$ cat src/sv/f64rp2_pkg.sv
// Shared types and constants for the binary64 power-of-two rounding pipeline.
// No dependencies.
package f64rp2_pkg;
	localparam int unsigned MantBits = 52;
	localparam int unsigned ExpBits = 11;
	localparam int unsigned SignPos = 64 - 1;
	localparam logic [ExpBits-1:0] ExpMax = 11'h7FF;
	localparam logic [ExpBits-1:0] Bias = 11'd1023;
	localparam logic [ExpBits-1:0] HalfExp = 11'd1022;

	typedef logic [63:0] word_t;

	// how the round stage treats a pattern, chosen from its exponent
	typedef enum logic [1:0] {
		KindPass,
		KindRound,
		KindHalf,
		KindZero
	} round_kind_t;

	typedef struct packed {
		word_t value_bits;
		word_t scale_bits;
	} in_item_t;

	typedef struct packed {
		word_t result_bits;
		logic domain_error;
	} out_item_t;
endpackage

$ cat src/sv/f64rp2_stream_if.sv
// Valid/ready channel carrying one item of a given payload type.
// No dependencies; the payload type is a parameter.
interface f64rp2_stream_if #(parameter type payload_t = logic) ();
	logic valid;
	logic ready;
	payload_t data;
	modport source (output valid, output data, input ready);
	modport sink (input valid, input data, output ready);
endinterface

$ cat src/sv/float64_round_to_power_of_two_step.sv
// Rounds a binary64 value to the nearest multiple of 2^(scale exponent + 1).
// Throughput one item per cycle, stall holds all stages.
// Stage 1 subtracts the exponent offset, stage 2 rounds, stage 3 adds it back.
// Reset (arst_n low, asynchronous) clears the valid bits; data is not reset.
module float64_round_to_power_of_two_step
	import f64rp2_pkg::*;
(
	input logic clk,
	input logic arst_n,
	f64rp2_stream_if.sink in_ch,
	f64rp2_stream_if.source out_ch
);
	logic adv;
	logic v_s1, v_s2, v_s3;
	word_t a_s1, n_s1, n_s2, r_s2, res_s3;
	logic [MantBits:0] unit_s1;
	round_kind_t kind_s1;
	logic err_s1, err_s2, err_s3;

	word_t a_c, n_c, r_c;
	logic [ExpBits-1:0] e_c, se_c, ve_c;
	logic [ExpBits:0] fb_c;
	round_kind_t kind_c;
	logic signed [ExpBits+1:0] sh_c;
	logic err_c;

	assign adv = !v_s3 || out_ch.ready;
	assign in_ch.ready = adv;

	always_comb begin
		n_c = {1'b0, in_ch.data.scale_bits[62:52], 52'd0} - {1'b0, HalfExp, 52'd0};
		a_c = in_ch.data.value_bits - n_c;
		e_c = a_c[62:52];
		fb_c = {1'b0, Bias} + 12'(MantBits) - {1'b0, e_c};
		if (e_c == ExpMax) kind_c = KindPass;
		else if ({1'b0, e_c} >= {1'b0, Bias} + 12'(MantBits)) kind_c = KindPass;
		else if (e_c >= Bias) kind_c = KindRound;
		else if (e_c == Bias - 11'd1) kind_c = KindHalf;
		else kind_c = KindZero;
		se_c = in_ch.data.scale_bits[62:52];
		ve_c = in_ch.data.value_bits[62:52];
		sh_c = $signed({2'b0, ve_c}) - $signed({2'b0, se_c}) + 13'sd1022;
		err_c = in_ch.data.scale_bits[63] || se_c == '0 || se_c == ExpMax
			|| ve_c == ExpMax || (ve_c == '0 && in_ch.data.value_bits[51:0] != '0)
			|| sh_c < 13'sd1 || sh_c > 13'sd2046;
	end

	always_ff @(posedge clk or negedge arst_n) begin
		if (!arst_n) begin
			v_s1 <= 1'b0;
			v_s2 <= 1'b0;
			v_s3 <= 1'b0;
		end else if (adv) begin
			v_s1 <= in_ch.valid;
			v_s2 <= v_s1;
			v_s3 <= v_s2;
		end
	end

	always_ff @(posedge clk) begin
		if (adv) begin
			// NaN quieting folded into stage 1 input of the round
			a_s1 <= (e_c == ExpMax && a_c[51:0] != '0) ? (a_c | (64'd1 << 51)) : a_c;
			n_s1 <= n_c;
			err_s1 <= err_c;
			kind_s1 <= kind_c;
			unit_s1 <= (MantBits+1)'(1) << fb_c[5:0];
			r_s2 <= r_c;
			n_s2 <= n_s1;
			err_s2 <= err_s1;
			res_s3 <= (r_s2[62:0] != '0) ? r_s2 + n_s2 : r_s2;
			err_s3 <= err_s2;
		end
	end

	f64rp2_round u_round (.x(a_s1), .unit_mask(unit_s1), .kind(kind_s1), .y(r_c));

	assign out_ch.valid = v_s3;
	assign out_ch.data.result_bits = res_s3;
	assign out_ch.data.domain_error = err_s3;
endmodule

$ cat src/sv/f64rp2_round.sv
// Combinational round-to-integer (ties to even) on a binary64 pattern,
// given the unit bit computed in the previous stage. Uses f64rp2_pkg.
module f64rp2_round
	import f64rp2_pkg::*;
(
	input  word_t x,
	input  logic [MantBits:0] unit_mask,
	input  round_kind_t kind,
	output word_t y
);
	// pass-through, masked round, round to one-or-zero, or straight to zero
	logic [62:0] mag;
	logic [62:0] mask;
	logic [62:0] unit;
	logic [62:0] half;
	logic [62:0] frac;
	logic [62:0] trunc;
	logic up;

	always_comb begin
		mag = x[62:0];
		unit = {{(62-MantBits){1'b0}}, unit_mask};
		mask = unit - 63'd1;
		half = unit >> 1;
		frac = mag & mask;
		trunc = mag & ~mask;
		up = (frac > half) || ((frac == half) && ((trunc & unit) != 63'd0));
		case (kind)
			KindPass: y = x;
			KindRound: y = {x[63], up ? trunc + unit : trunc};
			KindHalf: y = {x[63], (x[MantBits-1:0] != '0) ? {1'b0, Bias[9:0], 52'd0} : 63'd0};
			default: y = {x[63], 63'd0};
		endcase
	end
endmodule

$ cat src/flat_wrapper.sv
// flat-port wrapper written by rule: the top's interface ports become plain ports
module float64_round_to_power_of_two_step_flat import f64rp2_pkg::*;
  (clk, arst_n, in_ch_valid, in_ch_data, in_ch_ready, out_ch_valid, out_ch_data, out_ch_ready);
  f64rp2_stream_if #(.payload_t(in_item_t)) in_ch_i ();
  f64rp2_stream_if #(.payload_t(out_item_t)) out_ch_i ();
  input logic clk;
  input logic arst_n;
  input wire logic [$bits(in_ch_i.valid)-1:0] in_ch_valid;
  input wire logic [$bits(in_ch_i.data)-1:0] in_ch_data;
  output wire logic [$bits(in_ch_i.ready)-1:0] in_ch_ready;
  output wire logic [$bits(out_ch_i.valid)-1:0] out_ch_valid;
  output wire logic [$bits(out_ch_i.data)-1:0] out_ch_data;
  input wire logic [$bits(out_ch_i.ready)-1:0] out_ch_ready;
  assign in_ch_i.valid = in_ch_valid;
  assign in_ch_i.data = in_ch_data;
  assign in_ch_ready = in_ch_i.ready;
  assign out_ch_valid = out_ch_i.valid;
  assign out_ch_data = out_ch_i.data;
  assign out_ch_i.ready = out_ch_ready;
  float64_round_to_power_of_two_step u_core (.clk(clk), .arst_n(arst_n), .in_ch(in_ch_i), .out_ch(out_ch_i));
endmodule
$ cat config.mk
export PLATFORM = sky130hd
export DESIGN_NAME = float64_round_to_power_of_two_step_flat
export DESIGN_NICKNAME = d
export VERILOG_FILES = /design/src/sv/f64rp2_pkg.sv /design/src/sv/f64rp2_stream_if.sv /design/src/sv/float64_round_to_power_of_two_step.sv /design/src/sv/f64rp2_round.sv /design/src/flat_wrapper.sv
export SDC_FILE = /design/constraint.sdc
export NUM_CORES = 1
export LEC_CHECK = 0
export ABC_AREA = 1
export BUFFER_PORTS_ARGS = -buffer_cell sky130_fd_sc_hd__clkbuf_2
export CAP_MARGIN = 15
export CORE_MARGIN = 2
export CORE_UTILIZATION = 55
export CTS_BUF_LIST = sky130_fd_sc_hd__clkbuf_4 sky130_fd_sc_hd__clkbuf_8
export DETAILED_ROUTE_END_ITERATION = 8
export HOLD_SLACK_MARGIN = 0.05
export PLACE_DENSITY = 0.84
export SKIP_CTS_REPAIR_TIMING = 1
export SYNTH_ARGS = -nofsm -noshare
export SYNTH_HDL_FRONTEND = slang
export SYNTH_SLANG_ARGS = --single-unit
$ cat constraint.sdc
create_clock -name clk -period 15.1 [get_ports clk]
set_input_delay 2.265 -clock clk [delete_from_list [all_inputs] [get_ports clk]]
set_output_delay 2.265 -clock clk [all_outputs]
set_load 0.01 [all_outputs]
Yosys cells after proc, flatten, opt, wreduce, memory -nomap -nowiden
Index checks and enable logic that the tools add are counted.
Widths: inputs -> output; s select.
- bits in registers: 381
- input bits: 132
- latch bits: 0
- logic and storage cells: 68
- RAM bits: 0
- memory bits (read-only): 0
- memories: 0
- output and inout port bits: 67
- div/mod/pow operators: 0
- eq/ne operators: 7
- shift-type cells: 1
- $add $sub $neg: 8
- reduce and logical (&&, ||, !) cells: 22
- multiplexer cells: 6
- multipliers: 0
- bitwise logic cells: 4
- $lt $le $gt $ge: 5
- operators by type and width (kind ; number):
    $pmux 63 s3 ; 1
    $reduce_bool 52->1 ; 3
    $and 63x63->63 ; 2
    $reduce_bool 63->1 ; 2
    $add 64x64->64 ; 1
    $mux 64 ; 1
    $sub 63x62->64 const B ; 1
    $sub 64x64->64 ; 1
    $add 63x53->63 ; 1
    $and 63x53->63 ; 1
    $eq 63x52->1 ; 1
    $gt 63x52->1 ; 1
    $mux 63 ; 1
    $not 63->63 ; 1
    $mux 62 ; 1
    $sub 53x1->54 const B ; 1
    $shl 1x6->53 const A ; 1
    $eq 11x11->1 const B ; 3
    $logic_not 11->1 ; 2
    $add 13x11->13 const B ; 1
    $gt 13x12->1 const B ; 1
    $lt 13x2->1 const B ; 1
    $sub 11x11->12 ; 1
    $eq 11x10->1 const B ; 1
    12 further kinds ; 22

Longest topological paths before layout
- word-level depth: 9
- mapped depth: 32
- depth with buffers taken out: 31

By module
Synthesis repeated with hierarchy kept, for this count alone.
- cell total of the unflattened synthesis: 3203
- area total of the unflattened synthesis: 22484.1 µm²
- by module, submodules not included (module ; sequential area each (µm²) ; area an instance (µm²) ; times used ; cells an instance):
    float64_round_to_power_of_two_step ; 8303.0 ; 11757.5 ; 1 ; 949
    f64rp2_round ; 0.0 ; 10726.5 ; 1 ; 2254

Worst setup path after synthesis
Ideal clock, no wire load.
- kind: input to output
- start: input port out_ch_ready
- end: output port in_ch_ready
- stages on the path: 2
- slack: 4.656 ns
- arrival time: 8.179 ns
- required time: 12.835 ns
- path buffers: 0
- cells stage by stage: inv_1 nand2_1
- cells in the longest elaborated chain, start to end: 1
- ends and longest elaborated chain (what ; line ; RTL):
    from (decl) ; flat_wrapper.sv:13 ; input wire logic [$bits(out_ch_i.ready)-1:0] out_ch_ready;
    $logic_or 1x1->1 ; float64_round_to_power_of_two_step.sv:27 ; assign adv = !v_s3 || out_ch.ready;
    to (decl) ; flat_wrapper.sv:10 ; output wire logic [$bits(in_ch_i.ready)-1:0] in_ch_ready;
Every way passes these cells.

Worst setup path in the final report
- start: register u_core.unit_s1[0]
- end: register u_core.r_s2[44] (data pin)
- cells in the longest elaborated chain, start to end: 9
- elaborated cells on any way between the ends: 13
- those cells by class: add/sub (2); order compare (1); eq/ne (1); mux (2); bitwise (4); reduce/logical (3)
- ends and longest elaborated chain (what ; line ; RTL):
    from (decl) ; float64_round_to_power_of_two_step.sv:16 ; logic [MantBits:0] unit_s1;
    from (signal assigned) ; float64_round_to_power_of_two_step.sv:67 ; unit_s1 <= (MantBits+1)'(1) << fb_c[5:0];
    branches (longest 7 deep; another with $add 63x53->63) ; -- ;
    $mux 63 (*) ; f64rp2_round.sv:30 ; KindRound: y = {x[63], up ? trunc + unit : trunc};
    $pmux 63 s3 (*) ; f64rp2_round.sv:28 ; case (kind)
    to (signal assigned) ; float64_round_to_power_of_two_step.sv:68 ; r_s2 <= r_c;
    to (decl) ; float64_round_to_power_of_two_step.sv:15 ; word_t a_s1, n_s1, n_s2, r_s2, res_s3;
Every way passes the cells marked *.
A chain may end at the register's enable or synchronous reset.

==> results.sh <==
export IMPL_outcome="completed"
export IMPL_fmax_mhz=153
export IMPL_synth_commonest_cells="nand2_1 (839), inv_1 (540), nor2_1 (409)"
export IMPL_via_per_inst=5.60
export IMPL_wl_met3_microns=8370
export IMPL_dieWidth_microns=202
export IMPL_crit_fanout=34
export IMPL_design_core_area_sq_mm=0.0387
export IMPL_final_cells=3783
export IMPL_insertion_delay_ps=630
export IMPL_finalWorstPathRequiredPeriod_ps=6540
export IMPL_synth_distinct_cells=49
export IMPL_antenna_found_initial=0
export IMPL_crit_type="reg -> reg"
export IMPL_crit_top_cell="nor2_1"
export IMPL_syn_to_final_growth_pct=10.3
export IMPL_end_kind="flop"
export IMPL_dp_hpwl_microns=61900
export IMPL_synth_cell_area_sq_mm=0.0217
export IMPL_rsz0062_at_grt="false"
export IMPL_synth_edf_count=274
export IMPL_nFillCells=3700
export IMPL_min_period_over_period_pct=43.3
export IMPL_synth_warnings=0
export IMPL_synth_top_area_share_pct=38.0
export IMPL_cts_max_level=2
export IMPL_cts_tree="yes"
export IMPL_required_ps=15410
export IMPL_grt_pass1_wl_microns=112000
export IMPL_hold_class="reg -> reg"
export IMPL_num_rows=72
export IMPL_cap_violations=0
export IMPL_clockRootBuffer="clkbuf_8"
export IMPL_critPathMaxStageDelay_ps=690
export IMPL_clock_sinks=277
export IMPL_syn_num_nets=3307
export IMPL_synth_flop_cell="edfxtp_1"
export IMPL_ios=199
export IMPL_avgSynthCellArea_sq_um=7.09
export IMPL_grt_pass1_vias=19400
export IMPL_synthArstFlopShare_pct=1.08
export IMPL_dr_wl_met2_microns=32000
export IMPL_setup_viol=0
export IMPL_die_height_microns=202
export IMPL_p_leak_nw=11.8
export IMPL_arrival_ps=6850
export IMPL_die_area_sq_mm=0.0410
export IMPL_grt_overflow_total=0
export IMPL_drv_slew=0
export IMPL_dp_cells=3702
export IMPL_dr_total_vias=21200
export IMPL_worst_clock_skew_ps=38.7
export IMPL_setup_worst_path_start_class="flop"
export IMPL_drt_wl_total_microns=75000
export IMPL_cts_clk_slew_worst_paths_ps=60
export IMPL_tightest_slew_ps=1080
export IMPL_yosysMostFrequentCell="nand2_1"
export IMPL_syn_inst=3058
export IMPL_slew_headroom_pct=27.6
export IMPL_tns_ps=0
export IMPL_wl_met1_microns=31200
export IMPL_drive_gt1_share_pct=8.61
export IMPL_detail_route_wl_per_cell_microns=19.8
export IMPL_ys_seq_area_share_pct=38.3
export IMPL_vdd_drop_max_uv=91.0
export IMPL_ant_nets=0
export IMPL_yosys_top_cells_area="edfxtp_1 (38%), nand2_1 (15%), inv_1 (9.4%)"
export IMPL_yosysTopAreaCell="edfxtp_1"
export IMPL_dr_max_layer_used="met4"
export IMPL_numCtsBuffers=46
export IMPL_powerDensity_mw_per_mm2=147
export IMPL_grt_max_degree=85
export IMPL_hold_violations=0
export IMPL_ys_ff_latch=277
export IMPL_portBuffers=146
export IMPL_cp_slowest_cell="o21ai_2"
export IMPL_start_util_pct=55.9
export IMPL_n_antenna_cell=0
export IMPL_firstDrtPassIters=6
export IMPL_gp_congestion=1.07
export IMPL_dr_first_iter_drc_count=2269
export IMPL_nets=3481
export IMPL_grtUsageTotal_pct=36.4
export IMPL_clk_path_buf_depth=3
export IMPL_drc_errors=0
export IMPL_whs_ps=417
[placed cells by master, fill, tap and decap left out, types with 5 or more instances in the layout]
master / netlist / routed
ha_1: 114 / 114
o21ai_0: 54 / 54
clkinv_2: 0 / 6
nand2_1: 839 / 838
or2_2: 5 / 5
xor2_1: 101 / 101
o21ai_1: 51 / 51
nor3_1: 54 / 54
edfxtp_1: 274 / 274
a21oi_1: 122 / 122
nand3b_1: 10 / 10
nor4_1: 40 / 40
o21bai_1: 5 / 5
nand2_2: 5 / 5
inv_2: 6 / 6
buf_4: 10 / 12
clkbuf_8: 0 / 46
clkbuf_4: 0 / 15
nand3_1: 243 / 243
nor2_2: 18 / 19
nor3b_1: 6 / 6
nor2_1: 409 / 407
inv_1: 540 / 540
xnor2_1: 8 / 8
nand4_1: 65 / 65
clkinv_1: 1 / 8
clkbuf_2: 0 / 146
o211ai_1: 11 / 11
[power breakdown]
group          total, mW  switching, mW  leakage, nW  internal [mW]
Sequential          1.32          0.175         2.90           1.15
Combinational       1.52           1.08         8.43          0.440
Clock              0.661          0.303        0.470          0.357
[final timing paths]
check	start	endpoint	slack [ps]	cells after the start
setup / recovery	u_core.unit_s1[0]	u_core.r_s2[44]	8560	30
setup reg to reg	u_core.unit_s1[0]	u_core.r_s2[44]	8560	30
hold / removal	u_core.n_s1[53]	u_core.n_s2[53]	420	0
min in group asynchronous	arst_n	u_core.out_ch.valid	1440	1
hold reg to reg	u_core.n_s1[53]	u_core.n_s2[53]	420	0
max in group asynchronous	arst_n	u_core.v_s2	13550	1
[critical path: cells and delay by family (launching register included)]
kind | cells | cell delay [ps]
AO/OA/AOI/OAI | 2 | 830
XOR/XNOR | 1 | 180
adder cells (fa/ha/maj) | 2 | 460
buffers and inverters | 5 | 870
flip-flops | 1 | 440
AND/OR/NAND/NOR | 20 | 3420
[metal layers]
metal,vias to the layer above,global-route usage [%]
met5,-,0
met4,0,15.7
met3,180,7.22
met2,1068,54.9
met1,9653,51.1
li1,10300,-
[state kept, by name, summed over array words and instances, names as in the netlist]
register             cells
u_core.a_s1             64
u_core.err_s1            1
u_core.err_s2            1
u_core.err_s3            1
u_core.kind_s1           2
u_core.n_s1             12
u_core.n_s2             12
u_core.out_ch.valid      1
u_core.r_s2             64
u_core.res_s3           64
u_core.unit_s1          53
u_core.v_s1              1
u_core.v_s2              1
[stage by stage]
stage	cell area, sq um	power, mW	worst slack (ps)	util [%]
after global placement	23000	2.78	8760	59.4
after floorplan	21700	2.31	4660	-
after global routing	23900	3.72	8280	61.7
after CTS	23900	3.46	8780	61.7
after detailed placement	23000	2.80	8780	59.4
final	23900	3.50	8560	61.7
[cell type report]
type                    count  area (sq um)  area share, %
flip-flops and latches    277          8300           34.7
clock buffers              61           746           3.12
inverters                 547          2050           8.59
clock inverters            20           163          0.681
multi-input cells        2202         11200           46.7
repair buffers            158           821           3.43
well taps                 518           648           2.71
[kinds of logic (layout without fill, tap and decap cells)]
logic type	Yosys count	in the layout	synth area share, %
simple gates	1713	1713	33.7
buf+inv	579	786	10.2
flops	277	277	38.3
compound gates	262	262	6.48
fa+ha+maj	117	117	6.86
xor+xnor	109	109	4.41
mux	1	1	0.0520
Note: power is estimated with default switching activity, not from simulation.
